===== src/rtl/container_text_quote_normalizer_macros.svh =====
// Assertion macros shared by the quote normalizer RTL
`ifndef CONTAINER_TEXT_QUOTE_NORMALIZER_MACROS_SVH
`define CONTAINER_TEXT_QUOTE_NORMALIZER_MACROS_SVH

// Same-cycle implication, checked out of reset
`define QN_ASSERT_NOW(label, ante, cons, msg) \
    label: assert property (@(posedge i_clk) disable iff (!i_rst_n) \
        (ante) |-> (cons)) else $error(msg);

// Next-cycle implication, checked out of reset
`define QN_ASSERT_NEXT(label, ante, cons, msg) \
    label: assert property (@(posedge i_clk) disable iff (!i_rst_n) \
        (ante) |=> (cons)) else $error(msg);

`endif


===== src/rtl/qn_pkg.sv =====
`default_nettype none

package qn_pkg;

    // Rewrite mode codes (mode 3 falls under object rules)
    localparam logic [1:0] MODE_MAP  = 2'd0;
    localparam logic [1:0] MODE_CONT = 2'd1;
    localparam logic [1:0] MODE_OBJ  = 2'd2;

    // Character codes
    localparam logic [7:0] C_NUL    = 8'h00;
    localparam logic [7:0] C_QUOTE  = 8'h27;
    localparam logic [7:0] C_COLON  = 8'h3A;
    localparam logic [7:0] C_COMMA  = 8'h2C;
    localparam logic [7:0] C_SPACE  = 8'h20;
    localparam logic [7:0] C_LPAREN = 8'h28;
    localparam logic [7:0] C_RPAREN = 8'h29;
    localparam logic [7:0] C_LBRACK = 8'h5B;
    localparam logic [7:0] C_RBRACK = 8'h5D;
    localparam logic [7:0] C_LBRACE = 8'h7B;
    localparam logic [7:0] C_RBRACE = 8'h7D;

    // Most characters one input can expand into
    localparam int unsigned MAX_CHARS = 4;

    // Parser flags
    typedef struct packed {
        logic skip_blanks;
        logic quote_open;
        logic paren_open;
        logic token_pending;
        logic error_latched;
    } t_flags;

    // One input's worth of output characters, first at index 0
    typedef struct packed {
        logic [MAX_CHARS-1:0][7:0] chars;
        logic [1:0]                last_idx;
        logic                      bad;
    } t_burst;

endpackage

`default_nettype wire


===== src/rtl/container_text_quote_normalizer.sv =====
// Channel   Direction  Handshake                 Payload
// input     in         i_valid / o_stall         i_ch, i_first_char
// output    out        o_valid / i_stall         o_out_char, o_run_last, o_bad_object
// config    in         i_cfg_valid / o_cfg_ready i_cfg_data (rewrite mode)
//
// One input character per cycle is taken while the burst queue has room; each
// yields zero to four output characters, sent one per cycle from the back end while i_stall is low.
// The first output character passes through the burst queue, the working burst and the output register.
// Sustained rate is set by the output port: one character per cycle while i_stall is low.
// Reset is synchronous: mode goes to map rules, flags clear but skip_blanks sets, queue empties.
// o_stall rises only when the burst queue is full; config is always ready.

`default_nettype none

module container_text_quote_normalizer #(
    parameter int unsigned QUEUE_DEPTH = 4
) (
    input  wire logic       i_clk,
    input  wire logic       i_rst_n,
    input  wire logic       i_cfg_valid,
    output logic            o_cfg_ready,
    input  wire logic [1:0] i_cfg_data,
    input  wire logic       i_valid,
    output logic            o_stall,
    input  wire logic [7:0] i_ch,
    input  wire logic       i_first_char,
    output logic            o_valid,
    input  wire logic       i_stall,
    output logic [7:0]      o_out_char,
    output logic            o_run_last,
    output logic            o_bad_object
);
    import qn_pkg::*;

    logic   q_full;
    logic   q_push;
    logic   q_pop;
    logic   q_valid;
    t_burst q_in;
    t_burst q_out;

    assign o_cfg_ready = 1'b1;

    // Front end: classify characters, track flags
    qn_front u_front (
        .i_clk        (i_clk),
        .i_rst_n      (i_rst_n),
        .i_cfg_valid  (i_cfg_valid),
        .i_cfg_data   (i_cfg_data),
        .i_valid      (i_valid),
        .i_ch         (i_ch),
        .i_first_char (i_first_char),
        .i_q_full     (q_full),
        .o_stall      (o_stall),
        .o_push       (q_push),
        .o_burst      (q_in)
    );

    // Burst queue between front and back
    qn_queue #(
        .DEPTH (QUEUE_DEPTH)
    ) u_queue (
        .i_clk   (i_clk),
        .i_rst_n (i_rst_n),
        .i_push  (q_push),
        .i_data  (q_in),
        .i_pop   (q_pop),
        .o_full  (q_full),
        .o_valid (q_valid),
        .o_data  (q_out)
    );

    // Back end: serialize bursts to the output
    qn_back u_back (
        .i_clk        (i_clk),
        .i_rst_n      (i_rst_n),
        .i_q_valid    (q_valid),
        .i_q_data     (q_out),
        .o_pop        (q_pop),
        .i_stall      (i_stall),
        .o_valid      (o_valid),
        .o_out_char   (o_out_char),
        .o_run_last   (o_run_last),
        .o_bad_object (o_bad_object)
    );

endmodule

`default_nettype wire


===== src/rtl/qn_front.sv =====
`default_nettype none

module qn_front (
    input  wire logic          i_clk,
    input  wire logic          i_rst_n,
    input  wire logic          i_cfg_valid,
    input  wire logic [1:0]    i_cfg_data,
    input  wire logic          i_valid,
    input  wire logic [7:0]    i_ch,
    input  wire logic          i_first_char,
    input  wire logic          i_q_full,
    output logic               o_stall,
    output logic               o_push,
    output qn_pkg::t_burst     o_burst
);
    import qn_pkg::*;

    logic [1:0] r_mode;
    t_flags     r_flags;
    t_flags     n_flags;
    t_flags     f;
    logic       accept;
    logic       is_map;
    logic       is_obj;
    logic [2:0] cnt;
    logic [MAX_CHARS-1:0][7:0] chars;
    logic       bad;

    assign o_stall = i_q_full;
    assign accept  = i_valid && !i_q_full;
    assign is_map  = (r_mode == MODE_MAP);
    assign is_obj  = r_mode[1];

    // Mode register
    always_ff @(posedge i_clk) begin
        if (!i_rst_n) begin
            r_mode <= MODE_MAP;
        end else if (i_cfg_valid) begin
            r_mode <= i_cfg_data;
        end
    end

    // Classify the character and update flags
    always_comb begin
        f = r_flags;
        if (i_first_char) begin
            f = '{skip_blanks: 1'b1, quote_open: 1'b0, paren_open: 1'b0,
                  token_pending: 1'b0, error_latched: 1'b0};
        end
        n_flags = f;
        cnt     = 3'd0;
        chars   = '0;
        bad     = 1'b0;
        if (!f.error_latched && i_ch != C_NUL) begin
            if (is_obj) begin
                if (i_ch == C_QUOTE) begin
                    n_flags.error_latched = 1'b1;
                    bad = 1'b1;
                    cnt = 3'd1;
                end else begin
                    case (i_ch)
                        C_COMMA: begin
                            chars[0] = C_QUOTE; chars[1] = C_COMMA; chars[2] = C_QUOTE;
                            cnt = 3'd3;
                        end
                        C_LPAREN, C_LBRACK: begin
                            chars[0] = C_LBRACK; chars[1] = C_QUOTE;
                            cnt = 3'd2;
                        end
                        C_RPAREN, C_RBRACK: begin
                            chars[0] = C_QUOTE; chars[1] = C_RBRACK;
                            cnt = 3'd2;
                        end
                        default: begin
                            chars[0] = i_ch;
                            cnt = 3'd1;
                        end
                    endcase
                end
            end else begin
                case (i_ch)
                    C_QUOTE: begin
                        chars[0] = C_QUOTE;
                        cnt = 3'd1;
                        n_flags.token_pending = 1'b0;
                        n_flags.quote_open    = 1'b0;
                    end
                    C_COLON: begin
                        if (f.quote_open) begin
                            chars[0] = C_QUOTE; chars[1] = C_COLON;
                            chars[2] = C_SPACE; chars[3] = C_QUOTE;
                            cnt = 3'd4;
                        end else begin
                            chars[0] = C_COLON; chars[1] = C_SPACE; chars[2] = C_QUOTE;
                            cnt = 3'd3;
                        end
                        n_flags.quote_open  = 1'b1;
                        n_flags.skip_blanks = 1'b1;
                    end
                    C_COMMA: begin
                        // comma inside map parentheses keeps the quote open
                        if (f.quote_open && !(is_map && f.paren_open)) begin
                            chars[0] = C_QUOTE; chars[1] = C_COMMA;
                            cnt = 3'd2;
                            n_flags.quote_open = 1'b0;
                        end else begin
                            chars[0] = C_COMMA;
                            cnt = 3'd1;
                        end
                        n_flags.token_pending = 1'b1;
                        n_flags.skip_blanks   = 1'b1;
                    end
                    C_LPAREN: begin
                        chars[0] = C_LPAREN;
                        cnt = 3'd1;
                        if (is_map) begin
                            n_flags.paren_open = 1'b1;
                        end else begin
                            n_flags.token_pending = 1'b1;
                            n_flags.skip_blanks   = 1'b1;
                        end
                    end
                    C_RPAREN: begin
                        if (is_map) begin
                            chars[0] = C_RPAREN;
                            cnt = 3'd1;
                            n_flags.paren_open = 1'b0;
                        end else if (f.quote_open) begin
                            chars[0] = C_QUOTE; chars[1] = C_RPAREN;
                            cnt = 3'd2;
                            n_flags.quote_open = 1'b0;
                        end else begin
                            chars[0] = C_RPAREN;
                            cnt = 3'd1;
                        end
                    end
                    C_LBRACK, C_LBRACE: begin
                        chars[0] = i_ch;
                        cnt = 3'd1;
                        n_flags.token_pending = 1'b1;
                        n_flags.skip_blanks   = 1'b1;
                    end
                    C_RBRACK, C_RBRACE: begin
                        if (f.quote_open) begin
                            chars[0] = C_QUOTE; chars[1] = i_ch;
                            cnt = 3'd2;
                            n_flags.quote_open = 1'b0;
                        end else begin
                            chars[0] = i_ch;
                            cnt = 3'd1;
                        end
                    end
                    C_SPACE: begin
                        if (!f.skip_blanks) begin
                            chars[0] = C_SPACE;
                            cnt = 3'd1;
                        end
                    end
                    default: begin
                        // ordinary character, may open a token
                        if (f.token_pending && !(is_map && f.paren_open)) begin
                            chars[0] = C_QUOTE; chars[1] = i_ch;
                            cnt = 3'd2;
                        end else begin
                            chars[0] = i_ch;
                            cnt = 3'd1;
                        end
                        if (f.token_pending) begin
                            n_flags.token_pending = 1'b0;
                            n_flags.quote_open    = 1'b1;
                        end
                        n_flags.skip_blanks = 1'b0;
                    end
                endcase
            end
        end
    end

    // Flag register, updated only on accepted requests
    always_ff @(posedge i_clk) begin
        if (!i_rst_n) begin
            r_flags <= '{skip_blanks: 1'b1, quote_open: 1'b0, paren_open: 1'b0,
                         token_pending: 1'b0, error_latched: 1'b0};
        end else if (accept) begin
            r_flags <= n_flags;
        end
    end

    assign o_push           = accept && (cnt != 3'd0);
    assign o_burst.chars    = chars;
    assign o_burst.last_idx = 2'(cnt - 3'd1);
    assign o_burst.bad      = bad;

endmodule

`default_nettype wire


===== src/rtl/qn_queue.sv =====
`default_nettype none

`include "container_text_quote_normalizer_macros.svh"

module qn_queue #(
    parameter int unsigned DEPTH = 4
) (
    input  wire logic      i_clk,
    input  wire logic      i_rst_n,
    input  wire logic      i_push,
    input  qn_pkg::t_burst i_data,
    input  wire logic      i_pop,
    output logic           o_full,
    output logic           o_valid,
    output qn_pkg::t_burst o_data
);
    import qn_pkg::*;

    localparam int unsigned PW = (DEPTH > 1) ? $clog2(DEPTH) : 1;
    localparam int unsigned CW = $clog2(DEPTH + 1);

    t_burst          r_mem [DEPTH];
    logic [PW-1:0]   r_wr;
    logic [PW-1:0]   r_rd;
    logic [CW-1:0]   r_cnt;
    logic            do_pop;

    assign o_full  = (r_cnt == CW'(DEPTH));
    assign o_valid = (r_cnt != '0);
    assign o_data  = r_mem[r_rd];
    assign do_pop  = i_pop && o_valid;

    // Entry storage
    always_ff @(posedge i_clk) begin
        if (i_push) begin
            r_mem[r_wr] <= i_data;
        end
    end

    // Pointers and fill count
    always_ff @(posedge i_clk) begin
        if (!i_rst_n) begin
            r_wr  <= '0;
            r_rd  <= '0;
            r_cnt <= '0;
        end else begin
            if (i_push) begin
                r_wr <= (r_wr == PW'(DEPTH - 1)) ? '0 : r_wr + 1'b1;
            end
            if (do_pop) begin
                r_rd <= (r_rd == PW'(DEPTH - 1)) ? '0 : r_rd + 1'b1;
            end
            if (i_push && !do_pop) begin
                r_cnt <= r_cnt + 1'b1;
            end else if (do_pop && !i_push) begin
                r_cnt <= r_cnt - 1'b1;
            end
        end
    end

    `QN_ASSERT_NOW(a_no_overflow, i_push, !o_full, "queue push while full")
    `QN_ASSERT_NOW(a_no_underflow, i_pop, o_valid, "queue pop while empty")

endmodule

`default_nettype wire


===== src/rtl/qn_back.sv =====
`default_nettype none

`include "container_text_quote_normalizer_macros.svh"

module qn_back (
    input  wire logic      i_clk,
    input  wire logic      i_rst_n,
    input  wire logic      i_q_valid,
    input  qn_pkg::t_burst i_q_data,
    output logic           o_pop,
    input  wire logic      i_stall,
    output logic           o_valid,
    output logic [7:0]     o_out_char,
    output logic           o_run_last,
    output logic           o_bad_object
);
    import qn_pkg::*;

    t_burst     r_burst;
    logic [1:0] r_idx;
    logic       r_busy;
    logic       r_ovalid;
    logic [7:0] r_ochar;
    logic       r_olast;
    logic       r_obad;
    logic       adv;
    logic       at_last;

    // Move one character to the output register when it is free
    assign adv     = r_busy && (!r_ovalid || !i_stall);
    assign at_last = (r_idx == r_burst.last_idx);
    assign o_pop   = i_q_valid && (!r_busy || (adv && at_last));

    // Working burst and character index
    always_ff @(posedge i_clk) begin
        if (!i_rst_n) begin
            r_busy <= 1'b0;
            r_idx  <= '0;
        end else if (o_pop) begin
            r_busy <= 1'b1;
            r_idx  <= '0;
        end else if (adv) begin
            if (at_last) begin
                r_busy <= 1'b0;
            end else begin
                r_idx <= r_idx + 1'b1;
            end
        end
    end

    always_ff @(posedge i_clk) begin
        if (o_pop) begin
            r_burst <= i_q_data;
        end
    end

    // Output register
    always_ff @(posedge i_clk) begin
        if (!i_rst_n) begin
            r_ovalid <= 1'b0;
        end else if (adv) begin
            r_ovalid <= 1'b1;
        end else if (!i_stall) begin
            r_ovalid <= 1'b0;
        end
    end

    always_ff @(posedge i_clk) begin
        if (adv) begin
            r_ochar <= r_burst.chars[r_idx];
            r_olast <= at_last;
            r_obad  <= r_burst.bad;
        end
    end

    assign o_valid      = r_ovalid;
    assign o_out_char   = r_ochar;
    assign o_run_last   = r_olast;
    assign o_bad_object = r_obad;

    `QN_ASSERT_NOW(a_idx_in_burst, r_busy, r_idx <= r_burst.last_idx, "index past burst end")
    `QN_ASSERT_NOW(a_bad_is_last, r_ovalid && r_obad, r_olast && r_ochar == C_NUL,
        "error result not a lone zero")
    `QN_ASSERT_NEXT(a_last_frees, adv && at_last && !o_pop, !r_busy,
        "burst still busy after last character")

endmodule

`default_nettype wire


===== config.mk =====
export PLATFORM = sky130hd
export DESIGN_NAME = container_text_quote_normalizer
export DESIGN_NICKNAME = d
export VERILOG_FILES = /design/src/rtl/qn_pkg.sv /design/src/rtl/container_text_quote_normalizer.sv /design/src/rtl/qn_front.sv /design/src/rtl/qn_queue.sv /design/src/rtl/qn_back.sv
export VERILOG_INCLUDE_DIRS = /design/src /design/src/rtl
export SDC_FILE = /design/constraint.sdc
export NUM_CORES = 1
export LEC_CHECK = 0
export BUFFER_PORTS_ARGS = -buffer_cell sky130_fd_sc_hd__buf_2
export CAP_MARGIN = 20
export CORE_MARGIN = 4
export CORE_UTILIZATION = 65
export CTS_CLUSTER_DIAMETER = 150
export DETAILED_ROUTE_END_ITERATION = 8
export HOLD_SLACK_MARGIN = 0.03
export PLACE_DENSITY_LB_ADDON = 0.2
export SLEW_MARGIN = 5
export SYNTH_ARGS = -nofsm -noshare
export SYNTH_HDL_FRONTEND = slang
export SYNTH_HIERARCHICAL = 1
export SYNTH_SLANG_ARGS = --single-unit

===== constraint.sdc =====
create_clock -name i_clk -period 5.7 [get_ports i_clk]
set_clock_uncertainty 0.1 [all_clocks]
set_input_delay 0 -clock i_clk [delete_from_list [all_inputs] [get_ports i_clk]]
set_output_delay 0 -clock i_clk [all_outputs]
set_load 0.02 [all_outputs]

==> flow_metrics.py <==
metrics = {
    "floorplan": {
        "start_util_pct": 66.1,
        "ios": 29,
        "dieArea_um2": 16000,
        "rows": 43,
        "core_area_um2": 13800,
        "fp.dieW_um": 127,
        "fp.dieH_um": 127,
    },
    "clock_tree": {
        "cts-htree-levels": 1,
        "insertion_delay_ns": 0.49,
        "cts-buffers-inserted": 20,
        "cts_resized": 0,
        "clockBufferDepth": 3,
        "cts_sinks": 205,
        "cts-root-buf": "clkbuf_16",
        "clk_pin_slew_worst_paths_ns": 0.06,
        "cts_tree": "yes",
    },
    "final_layout": {
        "stdcell_area_um2": 10100,
        "nets": 632,
        "fillerInstances": 816,
        "antenna_cells": 0,
        "fin_util_pct": 72.8,
        "synthToLayoutAreaGrowth_pct": 10.2,
        "ff_latch_area_um2": 5960,
        "instances_no_fill": 801,
        "multi_input_area_um2": 2840,
        "drive_gt1_share_pct": 19.2,
    },
    "timing": {
        "relSlewSlack_pct": 42.5,
        "finalHoldViolCount": 0,
        "drv_slew": 0,
        "fin_crit_sh_pct": 82.0,
        "fmax_ghz": 0.214,
        "final.setup.tns_ns": 0,
        "rsz0062_at_grt": "false",
        "worst_pin_slew_ns": 0.862,
        "period_needed_ns": 4.67,
        "setup_viol": 0,
    },
    "synth": {
        "async_reset_ff_share_pct": 0,
        "synth-seq-cells": 205,
        "synthAdderAreaFrac_pct": 1.18,
        "synth-simple-area-share_pct": 9.50,
        "ys_types": 79,
        "ys.warnings.count": 6,
        "syn_area_per_cell_um2": 15.9,
        "synth-compound-area-share_pct": 7.50,
        "muxShareOfSynthArea_pct": 11.8,
        "synth_xor_area_share_pct": 0.781,
        "yosysSeqAreaShare_pct": 65.2,
        "synth-edff-count": 185,
        "syn_area_um2": 9140,
        "synthCells": 573,
        "synth_top_family_by_area": "multiplexers",
        "synth_ff_type": "edfxtp_1",
    },
    "hold_path": {
        "hp-class": "in2reg",
    },
    "place": {
        "numPortBuffers": 27,
        "hpwl_um": 12300,
        "place_congestion": 0.914,
        "place_area_um2": 9290,
        "dp_cells": 751,
    },
    "global_route": {
        "grt_max_degree": 36,
        "grt_pass1_wl_um": 31800,
        "grt_pass1_vias": 5426,
        "track_usage_pct": 26.2,
        "antenna_found_initial": 0,
        "overflow": 0,
    },
    "critical_path": {
        "cp.required_ns": 6.01,
        "cp_max_fo": 14,
        "cp-end-kind": "flip-flop",
        "arrival_ns": 4.98,
        "crit_type": "in2reg",
        "start_kind": "input pin",
    },
    "detailed_routing": {
        "drt_iter0_markers": 618,
        "wl_met1_um": 8030,
        "drt-pass1-iter-count": 7,
        "top_layer": "met4",
        "antenna_left": 0,
        "detail_route.wl_per_cell_um": 25.1,
        "vias_per_cell": 6.64,
        "wl_met3_um": 1440,
        "wirelength_um": 20100,
        "via_count": 5321,
        "drc": 0,
        "met2_length_um": 9880,
    },
    "power": {
        "ir_drop_mv": 0.430,
        "p_leak_nw": 3.44,
        "p_per_area_nw_per_um2": 435,
    },
    "flow_run": {
        "max_cap_viol_count": 0,
    },
    "outcome": {
        "status": "complete, no violations",
    },
}
[state kept, by name, indices dropped and copies added, names as in the netlist, named ones only]
signal / flops
u_back/o_bad_object: 1
u_back/o_out_char: 8
u_back/o_run_last: 1
u_back/o_valid: 1
u_back/r_burst: 35
u_back/r_busy: 1
u_back/r_idx: 2
u_front/r_flags: 5
u_front/r_mode: 2
u_queue/r_cnt: 3
u_queue/r_mem: 140
u_queue/r_rd: 2
u_queue/r_wr: 2
[placed cells by master (no fill, tap or decap), drive strengths merged, types with 4 or more instances in the layout]
master,Yosys,final
a21oi,15,15
a31oi,8,8
and2,8,8
and3,9,9
buf,31,39
clkbuf,17,23
clkinv,0,10
conb,2,9
dfxtp,20,20
dlygate4sd3,0,15
edfxtp,185,185
ha,7,7
inv,10,10
mux2i,6,6
mux4,43,43
nand2,30,30
nand2b,13,13
nand3,7,7
nor2,29,29
nor2b,10,10
nor3,18,18
nor3b,4,4
nor4,6,6
o211ai,4,4
o21ai,19,19
o31ai,6,6
or3,6,6
[layer usage]
| layer | GRT usage (%) | vias up |
|---|---|---|
| li1 | - | 2328 |
| met1 | 36.9 | 2662 |
| met2 | 42.4 | 265 |
| met3 | 4.29 | 66 |
| met4 | 8.71 | 0 |
| met5 | 0 | - |
[report_power, final]
group          internal (mW)  total [mW]  switching [mW]
Combinational          0.381       0.919           0.538
Clock                  0.735        1.27           0.536
Sequential              2.05        2.18           0.134
[worst paths after layout]
check                                       start             endpoint  slack [ns]  cells past startpoint
worst max register to register  u_front/r_mode[0]     u_queue/r_cnt[2]        1.42                     14
worst min-delay path                      i_ch[0]  u_queue/r_mem[2][3]        0.08                      3
worst min register to register  u_back/r_burst[0]  u_back/o_bad_object        0.32                      0
worst max-delay path                      i_ch[4]     u_queue/r_cnt[2]        1.03                     16
[synth_stat cells, drive strengths merged (4+ instances only)]
library cell	count	area share, %
clkbuf	17	0.71
nor2	29	1.2
nand3	7	0.38
mux4	43	11
and2	8	0.55
nand2b	13	0.89
edfxtp	185	61
nor3	18	1.0
and3	9	0.62
buf	31	2.8
a31oi	8	0.55
o31ai	6	0.75
nand2	30	1.2
nor2b	10	0.71
or3	6	0.52
mux2i	6	0.66
inv	10	0.41
o211ai	4	0.38
nor3b	4	0.33
dfxtp	20	4.4
nor4	6	0.74
o21ai	19	1.0
a21oi	15	0.82
ha	7	0.96
[cell families (layout without fill, tap and decap cells)]
group / Yosys count / after routing
AND/OR/NAND/NOR: 154 / 154
XOR/XNOR: 6 / 6
AO/OA/AOI/OAI: 91 / 91
flip-flops: 205 / 205
other: 2 / 9
adder cells (fa/ha/maj): 8 / 8
buffers and inverters: 58 / 99
multiplexers: 49 / 49
[metrics by stage]
stage / power (mW) / setup WS (ns) / hold WS [ns]
CTS: 4.41 / 1.11 / 0.0602
global route: 4.57 / 0.746 / 0.104
finish: 4.37 / 1.03 / 0.0838
detailed placement: 3.11 / 1.14 / 0.155
global placement: 3.06 / 1.25 / 0.139
floorplan: 2.86 / 1.99 / -0.0238
[timing repair]
action	in CTS	in global routing
buffers inserted	0	0
hold buffers	15	0
endpoints found under the hold margin	47	0
[layout make-up]
cell class / count / share of cell area [%]
Clock buffer: 23 / 5.08
Clock inverter: 12 / 1.14
Inverter: 10 / 0.373
Multi-Input combinational cell: 317 / 28.3
Sequential cell: 205 / 59.2
Tap cell: 180 / 2.24
Timing Repair Buffer: 54 / 3.73
[worst max-delay path: stages]
cell           delay, ns
dlygate4sd3_1       0.53
buf_2               0.20
or4b_4              0.67
nor4_4              0.66
o21ai_0             0.16
o2bb2ai_1           0.15
nand4b_1            0.14
o211ai_1            0.17
ha_1                0.28
a21oi_1             0.61
ha_1                0.31
inv_1               0.06
fa_1                0.37
xor2_1              0.18
or3_1               0.32
a21boi_0            0.16
Power figures use the tool's default switching activity.
